$ cat src/rtl/capture_period_frequency_meter_top_macros.svh
// Assertion macros for the capture period frequency meter.
`ifndef CAPTURE_PERIOD_FREQUENCY_METER_TOP_MACROS_SVH
`define CAPTURE_PERIOD_FREQUENCY_METER_TOP_MACROS_SVH
`ifndef SYNTHESIS
`define CPFM_ASSERT_NOW(label, ck, rst_n, ante, cons) \
	label: assert property (@(posedge ck) disable iff (!rst_n) (ante) |-> (cons)) \
		else $error("cpfm: check failed");
`define CPFM_ASSERT_NEXT(label, ck, rst_n, ante, cons) \
	label: assert property (@(posedge ck) disable iff (!rst_n) (ante) |=> (cons)) \
		else $error("cpfm: check failed");
`else
`define CPFM_ASSERT_NOW(label, ck, rst_n, ante, cons)
`define CPFM_ASSERT_NEXT(label, ck, rst_n, ante, cons)
`endif
`endif

$ cat src/rtl/cpfm_pkg.sv
// Shared constants and types for the capture period frequency meter.
package cpfm_pkg;
	localparam int TIME_W = 32;
	localparam int FREQ_W = 40;
	localparam int RATE_W = 24;
	localparam int CHANNELS_DEF = 2;
	localparam int FRACTION_BITS_DEF = 16;
	localparam logic [RATE_W-1:0] TICK_RATE_RESET = 24'd1000000;

	typedef struct packed {
		logic busy;
		logic done;
	} div_stat_t;
endpackage

$ cat src/rtl/cpfm_div.sv
// Iterative restoring divider: (rate << FRACTION_BITS) / divisor, saturated to 40 bits.
module cpfm_div #(
	parameter int FRACTION_BITS = cpfm_pkg::FRACTION_BITS_DEF
) (
	input  logic                            clk,
	input  logic                            arst_n,
	input  logic                            start,
	input  logic [cpfm_pkg::RATE_W-1:0]     rate,
	input  logic [cpfm_pkg::TIME_W-1:0]     divisor,
	output cpfm_pkg::div_stat_t             stat,
	output logic [cpfm_pkg::FREQ_W-1:0]     quotient
);
	localparam int NUM_W = cpfm_pkg::RATE_W + FRACTION_BITS;
	localparam int QX_W = ((NUM_W > cpfm_pkg::FREQ_W) ? NUM_W : cpfm_pkg::FREQ_W) + 1;
	localparam int CNT_W = $clog2(NUM_W + 1);

	logic                          busy_q;
	logic                          done_q;
	logic [CNT_W-1:0]              cnt_q;
	logic [NUM_W-1:0]              num_q;
	logic [cpfm_pkg::TIME_W-1:0]   div_q;
	logic [cpfm_pkg::TIME_W-1:0]   rem_q;
	logic [QX_W-1:0]               quo_q;
	logic [cpfm_pkg::TIME_W:0]     shifted;
	logic [cpfm_pkg::TIME_W:0]     diff;
	logic                          ge;
	logic                          sat;

	assign shifted = {rem_q, num_q[NUM_W-1]};
	assign ge = shifted >= {1'b0, div_q};
	assign diff = shifted - {1'b0, div_q};
	assign sat = |quo_q[QX_W-1:cpfm_pkg::FREQ_W];
	assign quotient = sat ? '1 : quo_q[cpfm_pkg::FREQ_W-1:0];
	assign stat.busy = busy_q;
	assign stat.done = done_q;

	always_ff @(posedge clk or negedge arst_n) begin
		if (!arst_n) begin
			busy_q <= 1'b0;
			done_q <= 1'b0;
			cnt_q <= '0;
		end else begin
			done_q <= 1'b0;
			if (start) begin
				busy_q <= 1'b1;
				cnt_q <= '0;
			end else if (busy_q) begin
				cnt_q <= cnt_q + 1'b1;
				if (cnt_q == CNT_W'(NUM_W - 1)) begin
					busy_q <= 1'b0;
					done_q <= 1'b1;
				end
			end
		end
	end

	always_ff @(posedge clk) begin
		if (start) begin
			num_q <= NUM_W'(rate) << FRACTION_BITS;
			div_q <= divisor;
			rem_q <= '0;
			quo_q <= '0;
		end else if (busy_q) begin
			num_q <= num_q << 1;
			rem_q <= ge ? diff[cpfm_pkg::TIME_W-1:0] : shifted[cpfm_pkg::TIME_W-1:0];
			quo_q <= {quo_q[QX_W-2:0], ge};
		end
	end
endmodule

$ cat src/rtl/cpfm_store.sv
// Per-channel last timestamp and held frequency registers.
module cpfm_store #(
	parameter int CHANNELS = cpfm_pkg::CHANNELS_DEF,
	parameter int IDX_W = 1
) (
	input  logic                          clk,
	input  logic                          arst_n,
	input  logic [IDX_W-1:0]              rd_idx,
	output logic [cpfm_pkg::TIME_W-1:0]   rd_time,
	output logic [cpfm_pkg::FREQ_W-1:0]   rd_freq,
	input  logic                          wr_en,
	input  logic [IDX_W-1:0]              wr_idx,
	input  logic [cpfm_pkg::TIME_W-1:0]   wr_time,
	input  logic [cpfm_pkg::FREQ_W-1:0]   wr_freq
);
	logic [cpfm_pkg::TIME_W-1:0] time_q [CHANNELS];
	logic [cpfm_pkg::FREQ_W-1:0] freq_q [CHANNELS];

	always_comb begin
		rd_time = '0;
		rd_freq = '0;
		for (int i = 0; i < CHANNELS; i++) begin
			if (rd_idx == IDX_W'(i)) begin
				rd_time = time_q[i];
				rd_freq = freq_q[i];
			end
		end
	end

	always_ff @(posedge clk or negedge arst_n) begin
		if (!arst_n) begin
			for (int i = 0; i < CHANNELS; i++) begin
				time_q[i] <= '0;
				freq_q[i] <= '0;
			end
		end else begin
			for (int i = 0; i < CHANNELS; i++) begin
				if (wr_en && wr_idx == IDX_W'(i)) begin
					time_q[i] <= wr_time;
					freq_q[i] <= wr_freq;
				end
			end
		end
	end
endmodule

$ cat src/rtl/capture_period_frequency_meter_top.sv
// Top level of the capture period frequency meter: sequencer, output register.
//
//   channel  signals                                       direction
//   in       in_valid, in_stall, channel, capture_time     transaction in
//   out      out_valid, out_stall, out_channel, frequency,  transaction out
//            updated
//   cfg      cfg_wr_en, cfg_wr_data (tick_rate)            write only
//
// A transaction with a nonzero period goes from acceptance through ST_CALC and the
// bit-serial divider in ST_DIV to ST_WAIT, where it moves into the output register.
// Equal timestamps or an unused channel skip the divider, ST_CALC going to ST_WAIT.
// in_stall is high while an item is at work and while a finished result waits for
// out_stall to free the output register. Reset clears timestamps, frequencies and
// sets tick_rate to 1000000.
`include "capture_period_frequency_meter_top_macros.svh"
module capture_period_frequency_meter_top #(
	parameter int CHANNELS = cpfm_pkg::CHANNELS_DEF,
	parameter int FRACTION_BITS = cpfm_pkg::FRACTION_BITS_DEF
) (
	input  logic                          clk,
	input  logic                          arst_n,
	input  logic                          in_valid,
	output logic                          in_stall,
	input  logic                          channel,
	input  logic [cpfm_pkg::TIME_W-1:0]   capture_time,
	output logic                          out_valid,
	input  logic                          out_stall,
	output logic                          out_channel,
	output logic [cpfm_pkg::FREQ_W-1:0]   frequency,
	output logic                          updated,
	input  logic                          cfg_wr_en,
	input  logic [cpfm_pkg::RATE_W-1:0]   cfg_wr_data
);
	localparam int IDX_W = (CHANNELS > 1) ? $clog2(CHANNELS) : 1;
	localparam logic [1:0] ST_IDLE = 2'd0;
	localparam logic [1:0] ST_CALC = 2'd1;
	localparam logic [1:0] ST_DIV  = 2'd2;
	localparam logic [1:0] ST_WAIT = 2'd3;

	logic [1:0]                    state_q;
	logic [cpfm_pkg::RATE_W-1:0]   tick_rate_q;
	logic                          ch_q;
	logic [cpfm_pkg::TIME_W-1:0]   time_q;
	logic [cpfm_pkg::FREQ_W-1:0]   res_freq_q;
	logic                          res_upd_q;
	logic                          out_valid_q;
	logic                          out_ch_q;
	logic [cpfm_pkg::FREQ_W-1:0]   out_freq_q;
	logic                          out_upd_q;
	logic [IDX_W-1:0]              idx;
	logic [cpfm_pkg::TIME_W-1:0]   rd_time;
	logic [cpfm_pkg::FREQ_W-1:0]   rd_freq;
	logic [cpfm_pkg::TIME_W-1:0]   period;
	logic                          in_range;
	logic                          div_start;
	logic                          st_wr;
	logic                          out_free;
	cpfm_pkg::div_stat_t           div_stat;
	logic [cpfm_pkg::FREQ_W-1:0]   quotient;

	assign idx = IDX_W'(ch_q);
	assign in_range = (CHANNELS > 1) || (ch_q == 1'b0);
	assign period = time_q - rd_time;
	assign div_start = (state_q == ST_CALC) && in_range && (period != '0);
	assign st_wr = (state_q == ST_DIV) && div_stat.done;
	assign out_free = !out_valid_q || !out_stall;
	assign in_stall = (state_q != ST_IDLE);
	assign out_valid = out_valid_q;
	assign out_channel = out_ch_q;
	assign frequency = out_freq_q;
	assign updated = out_upd_q;

	cpfm_store #(
		.CHANNELS(CHANNELS),
		.IDX_W(IDX_W)
	) u_store (
		.clk(clk),
		.arst_n(arst_n),
		.rd_idx(idx),
		.rd_time(rd_time),
		.rd_freq(rd_freq),
		.wr_en(st_wr),
		.wr_idx(idx),
		.wr_time(time_q),
		.wr_freq(quotient)
	);

	cpfm_div #(
		.FRACTION_BITS(FRACTION_BITS)
	) u_div (
		.clk(clk),
		.arst_n(arst_n),
		.start(div_start),
		.rate(tick_rate_q),
		.divisor(period),
		.stat(div_stat),
		.quotient(quotient)
	);

	always_ff @(posedge clk or negedge arst_n) begin
		if (!arst_n) begin
			state_q <= ST_IDLE;
			tick_rate_q <= cpfm_pkg::TICK_RATE_RESET;
			out_valid_q <= 1'b0;
		end else begin
			if (cfg_wr_en) begin
				tick_rate_q <= cfg_wr_data;
			end
			if (state_q == ST_WAIT && out_free) begin
				out_valid_q <= 1'b1;
			end else if (!out_stall) begin
				out_valid_q <= 1'b0;
			end
			case (state_q)
				ST_IDLE: begin
					if (in_valid) begin
						state_q <= ST_CALC;
					end
				end
				ST_CALC: begin
					state_q <= div_start ? ST_DIV : ST_WAIT;
				end
				ST_DIV: begin
					if (div_stat.done) begin
						state_q <= ST_WAIT;
					end
				end
				ST_WAIT: begin
					if (out_free) begin
						state_q <= ST_IDLE;
					end
				end
				default: begin
					state_q <= ST_IDLE;
				end
			endcase
		end
	end

	always_ff @(posedge clk) begin
		if (state_q == ST_IDLE && in_valid) begin
			ch_q <= channel;
			time_q <= capture_time;
		end
		if (state_q == ST_CALC) begin
			res_freq_q <= in_range ? rd_freq : '0;
			res_upd_q <= 1'b0;
		end
		if (st_wr) begin
			res_freq_q <= quotient;
			res_upd_q <= 1'b1;
		end
		if (state_q == ST_WAIT && out_free) begin
			out_ch_q <= ch_q;
			out_freq_q <= res_freq_q;
			out_upd_q <= res_upd_q;
		end
	end

	`CPFM_ASSERT_NOW(a_done_in_div, clk, arst_n, div_stat.done, state_q == ST_DIV)
	`CPFM_ASSERT_NOW(a_start_idle_div, clk, arst_n, div_start, !div_stat.busy)
	`CPFM_ASSERT_NEXT(a_accept_calc, clk, arst_n, in_valid && !in_stall, state_q == ST_CALC)
	`CPFM_ASSERT_NOW(a_unused_chan, clk, arst_n, out_valid_q && CHANNELS < 2 && out_ch_q, out_freq_q == '0 && !out_upd_q)
endmodule

$ cat config.mk
export PLATFORM = sky130hd
export DESIGN_NAME = capture_period_frequency_meter_top
export DESIGN_NICKNAME = d
export VERILOG_FILES = /design/src/rtl/cpfm_pkg.sv /design/src/rtl/cpfm_div.sv /design/src/rtl/cpfm_store.sv /design/src/rtl/capture_period_frequency_meter_top.sv
export VERILOG_INCLUDE_DIRS = /design/src /design/src/rtl
export SDC_FILE = /design/constraint.sdc
export NUM_CORES = 1
export LEC_CHECK = 0
export ABC_CLOCK_PERIOD_IN_PS = 13120
export BUFFER_PORTS_ARGS = -buffer_cell sky130_fd_sc_hd__buf_2
export CAP_MARGIN = 5
export CORE_MARGIN = 10
export CORE_UTILIZATION = 55
export DETAILED_ROUTE_END_ITERATION = 6
export HOLD_SLACK_MARGIN = 0.08
export PLACE_DENSITY = 0.7
export SETUP_SLACK_MARGIN = 0.02
export SLEW_MARGIN = 20
export SYNTH_ARGS = -nofsm -noshare
export SYNTH_HDL_FRONTEND = slang
export SYNTH_SLANG_ARGS = --single-unit
$ cat constraint.sdc
create_clock -name clk -period 13.12 [get_ports clk]
set_input_delay 0 -clock clk [delete_from_list [all_inputs] [get_ports clk]]
set_output_delay 0 -clock clk [all_outputs]
set_load 0.005 [all_outputs]
# Word level (Yosys, flattened, before mapping)
# Index checks and enable logic that the tools add are counted.
# totals
ff_bits	424
inputBits	62
output_inout_bits	44
# op_classes
addsub	3
magnitude_cmp	1
eq_ne	8
mux	23
bitwise	1
reduce_logical	15
# op_table
op	count
$mux W40	6
$mux W32	2
$sub A32 B32 Y32	2
$ge A33 B32 Y1	1
$reduce_bool A32 Y1	1
$mux W6	2
$mux W1	9
$pmux W2 S4	1
$add A6 B1 Y6 const B	1
$eq A6 B6 Y1 const B	1
$logic_and A1 B1 Y1	6
$mux W2	3
$reduce_bool A2 Y1	3
$eq A2 B2 Y1 const B	2
$ne A2 B1 Y1 const B	2
$ne A2 B2 Y1 const B	2
$reduce_and A3 Y1	1
$eq A2 B1 Y1 const B	1
$logic_not A1 Y1	2
$logic_not A2 Y1	1
$logic_or A1 B1 Y1	1
$not A1 Y1	1

# Longest topological paths before layout
# depth
word_depth	6
ltp_mapped	18
mapped_depth_nobuf	13

# By module
# From an unflattened synthesis, not the netlist that was laid out.
# unflattened
cells_unflattened	1746
area_unflattened_um2	21495.6
# by_module_without_submodules
mod	n_inst	cells_each	area_each_um2	seq_area_each_um2
cpfm_div	1	769	7454.6	3343.2
capture_period_frequency_meter_top	1	592	7438.4	4157.7
cpfm_store	1	385	6602.6	3603.5

# Worst setup path after synthesis
# OpenSTA, ideal clock, no wires.
# synth_path
path_type	reg-to-reg
from	register ch_q
to	register u_div.num_q[16], enable pin
setup_ns	0.382
arrival_ns	4.937
setup_slack_ns	7.802
path_stages_with_launch	18
path_buffers	4
period_less_slack_ns	5.318
cell_sequence	edfxtp_1 -> clkbuf_1 -> clkbuf_1 -> buf_1 -> mux2i_1 -> inv_1 -> fa_1 -> nand3b_1 -> a31oi_2 -> o2111ai_2 -> a21oi_1 -> nand2b_1 -> nor4b_1 -> nor4_2 -> nor4_4 -> a21boi_4 -> buf_6 -> or2_1
# synth_between
elab_chain_cells	5
# synth_rtl
item	line	rtl
from (decl)	capture_period_frequency_meter_top.sv:42	logic ch_q;
from (signal assigned)	capture_period_frequency_meter_top.sv:142	ch_q <= channel;
$mux W32	cpfm_store.sv:23	if (rd_idx == IDX_W'(i)) begin
$sub A32 B32 Y32	capture_period_frequency_meter_top.sv:63	assign period = time_q - rd_time;
via period, one bit	capture_period_frequency_meter_top.sv:53	logic [cpfm_pkg::TIME_W-1:0] period;
$reduce_bool A32 Y1	capture_period_frequency_meter_top.sv:64	assign div_start = (state_q == ST_CALC) && in_range && (period != '0);
$logic_and A1 B1 Y1	capture_period_frequency_meter_top.sv:64	
$reduce_bool A2 Y1 (no source line)	--	
to (signal assigned)	cpfm_div.sv:59	num_q <= NUM_W'(rate) << FRACTION_BITS;
to (signal assigned)	cpfm_div.sv:64	num_q <= num_q << 1;
to (decl)	cpfm_div.sv:20	logic [NUM_W-1:0] num_q;
# The timed path passes the listed nets, and every way through them passes these cells.
# A chain may end at the register's enable or synchronous reset.

# Final worst setup path
# layout_path
from	register ch_q
to	register u_div.num_q[38], data pin
# layout_between
elab_chain_cells	5
# layout_rtl
item	line	rtl
$mux W32	cpfm_store.sv:23	
$sub A32 B32 Y32	capture_period_frequency_meter_top.sv:63	
via period, one bit	capture_period_frequency_meter_top.sv:53	
$reduce_bool A32 Y1	capture_period_frequency_meter_top.sv:64	
$logic_and A1 B1 Y1	capture_period_frequency_meter_top.sv:64	
$mux W40	cpfm_div.sv:58	if (start) begin
# The timed path passes the listed nets, and every way through them passes these cells.

==> qor.yml <==
status: "finished clean"
max_freq_mhz: 172
wl_per_cell_um: 17.4
port_buffers: 105
nets: 2137
clock_latency_ps: 570
dieArea_um2: 45500
synth_edf_count: 171
worstSetupPathDepth: 13
synth_top_area_cell: "edfxtp_1"
ant_nets: 0
final_cell_count_no_fill: 2500
slowest_delay_ps: 1010
finalCriticalPeriod_ps: 5830
drtIter0Drc: 823
path_cells: "buf_4 > mux2i_1 > ha_1 > a2111oi_0 > o211ai_1 > nand3_1 > o31ai_1 > a31o_2 > a211oi_1 > nor4_4 > a21boi_4 > buf_12 > mux2_1"
syn_to_final_growth_pct: 15.5
yosys_register_bits: 424
syn_area_um2: 20600
gp_congestion: 0.929
drv_cap: 0
hp-class: "primary input to flip-flop"
synth_top_area_share: 0.250
critPathBufInv: 2
post-place-cells: 2329
netlist_top_cells_area: "edfxtp_1, dfrtp_1, dfxtp_1"
syn_area_per_cell_um2: 11.2
finClkSkew_ps: 20.4
cp_slowest_cell: "edfxtp_1"
cts_htree_levels: 2
drt_pass1_iterations: 5
drc: 0
tns_ps: 0
drive_gt1_frac: 0.179
critPathMaxFanout: 137
routed_wirelength_mm: 43.6
synth-warning-count: 0
hpwl_mm: 28.2
ir_drop_mv: 0.149
ioPinCount: 106
endpoint_kind: "flip-flop"
clock_path_buffers: 3
vias: 14100
cts_setup_buffers: 0
placed_area_um2: 21400
clk_pin_slew_ps: 60
required_ps: 13420
finalHoldViolCount: 0
crit_family: "compound AO/OA/AOI/OAI gates"
synth-seq-area-share: 0.540
start_util: 0.559
die_h_um: 213
slew_violations: 0
grt_use_total: 0.193
cts_sinks: 424
cts_tree: "done"
die_x_um: 213
avgViaCountPerCell: 5.66
fin_area_um2: 23800
rsz0062_at_grt: "no"
synth_fp_nets: 1985
num_rows: 70
setup_viol_count_final: 0
arrival_ps: 6130
core_um2: 36800
cts_root_buf: "clkbuf_16"
r2r_cells: 13
antenna_found_initial: 1
ys.flop_type: "dfrtp_1"
synth_cell_type_count: 82
overflow: 0
p_per_area_nw_per_um2: 204
slew_headroom: 0.326
leakage_nw: 10.3
synth-async-reset-ratio: 0.422
min_path_cells: 2
startpoint_type: "flip-flop"
grt_first_pass_wirelength_mm: 72.5
worstMarginPinSlew_ps: 1010
worstSetupPathType: "flip-flop to flip-flop"
synthCells: 1843
cts_buffers: 45
min_period_over_period: 0.444
grt_max_degree: 138
grt_pass1_vias: 14300
num-fill-cells: 2865
## path summary, 6_finish.rpt
kind	startpoint	endpoint	slack, ps
max in group asynchronous	arst_n	u_store.freq_q[5]	11930
worst min register to register	res_freq_q[3]	frequency[3]	420
worst max-delay path	ch_q	u_div.num_q[38]	7290
min in group asynchronous	arst_n	u_store.time_q[38]	550
worst max register to register	ch_q	u_div.num_q[38]	7290
worst min-delay path	capture_time[7]	time_q[7]	140
## logic make-up (layout without fill, tap and decap cells)
logic type / count (synthesis) / after routing / synth area share
DFF: 424 / 424 / 0.540
and+or+nand+nor: 485 / 485 / 0.106
xor gates and xnor gates: 37 / 37 / 0.0158
AOI/OAI and AO/OA: 402 / 402 / 0.124
muxes: 246 / 246 / 0.132
other: 0 / 1 / 0
adders and majority gates: 80 / 80 / 0.0494
buffers and inverters: 169 / 357 / 0.0327
## worst register-to-register path, delay by kind of cell (launching register included)
kind | cells | cell delay, ps
buf+inv | 2 | 1390
flops | 1 | 1010
compound gates | 6 | 1780
mux | 2 | 770
fa+ha+maj | 1 | 320
simple gates | 2 | 270
## per-stage QoR
stage	setup WS [ps]	hold slack, ps	power, mW	util
2_1_floorplan	7800	-296	3.19	-
3_3_place_gp	7330	-16.6	3.56	0.582
3_5_place_dp	7330	-4.45	3.61	0.582
4_1_cts	7260	107	4.87	0.645
5_1_grt	6850	137	5.16	0.646
6_report	7290	141	4.84	0.646
## cell usage after synthesis, drive strengths merged, types with 22 or more instances
| cell | n |
|---|---|
| a21o | 25 |
| nand3 | 25 |
| xnor2 | 22 |
| clkbuf | 73 |
| buf | 25 |
| inv | 71 |
| edfxtp | 171 |
| mux2i | 96 |
| nor2 | 163 |
| nand2 | 184 |
| o21ai | 170 |
| mux2 | 150 |
| dfrtp | 172 |
| dfxtp | 74 |
| a211oi | 30 |
| a21oi | 68 |
| ha | 78 |
## registers in the layout, indices dropped and copies added (netlist names), 24 cells and up
signal,count
frequency,40
res_freq_q,40
tick_rate_q,24
time_q,32
u_div.div_q,32
u_div.num_q,24
u_div.quo_q,41
u_div.rem_q,32
u_store.freq_q,80
u_store.time_q,64
## power breakdown
part / total, mW / internal, mW / leakage (nW) / switching [mW]
clock network: 1.21 / 0.707 / 0.698 / 0.506
registers: 1.89 / 1.73 / 4.59 / 0.157
logic: 1.73 / 0.756 / 5.01 / 0.978
## layer usage
| metal | up-vias | routed length, um | track usage |
|---|---|---|---|
| li1 | 6963 | - | - |
| met1 | 6873 | 20400 | 0.260 |
| met2 | 244 | 20600 | 0.317 |
| met3 | 61 | 1760 | 0.0311 |
| met4 | 0 | 853 | 0.0552 |
| met5 | - | 0 | 0 |
## area by class of cell
type | instances | area, um2 | area share
clock buffer | 68 | 1340 | 0.0565
inverter | 71 | 267 | 0.0112
multi-input combinational | 1250 | 8830 | 0.372
tap | 468 | 586 | 0.0246
sequential | 424 | 11100 | 0.467
clock inverter | 15 | 88.8 | 0.00374
antenna | 1 | 2.50 | 0.000105
timing repair buffer | 203 | 1530 | 0.0645
## cell usage in the layout, fill, tap and decap left out, types with 30 or more instances in the layout
master         instances
ha_1                  78
nor2_1               163
a21oi_1               66
mux2i_1               96
nand2_1              183
dfrtp_1              171
clkbuf_16             46
dlygate4sd3_1         85
a211oi_1              30
mux2_2               127
buf_2                104
edfxtp_1             171
o21ai_0              154
dfxtp_1               73
inv_1                 71
## repair_timing
action / 4_1_cts / 5_1_grt
hold buffers: 86 / 0
hold endpoints to repair: 156 / 0
resized for setup: 0 / 0
No activity file was read; power rests on OpenSTA's default activity.
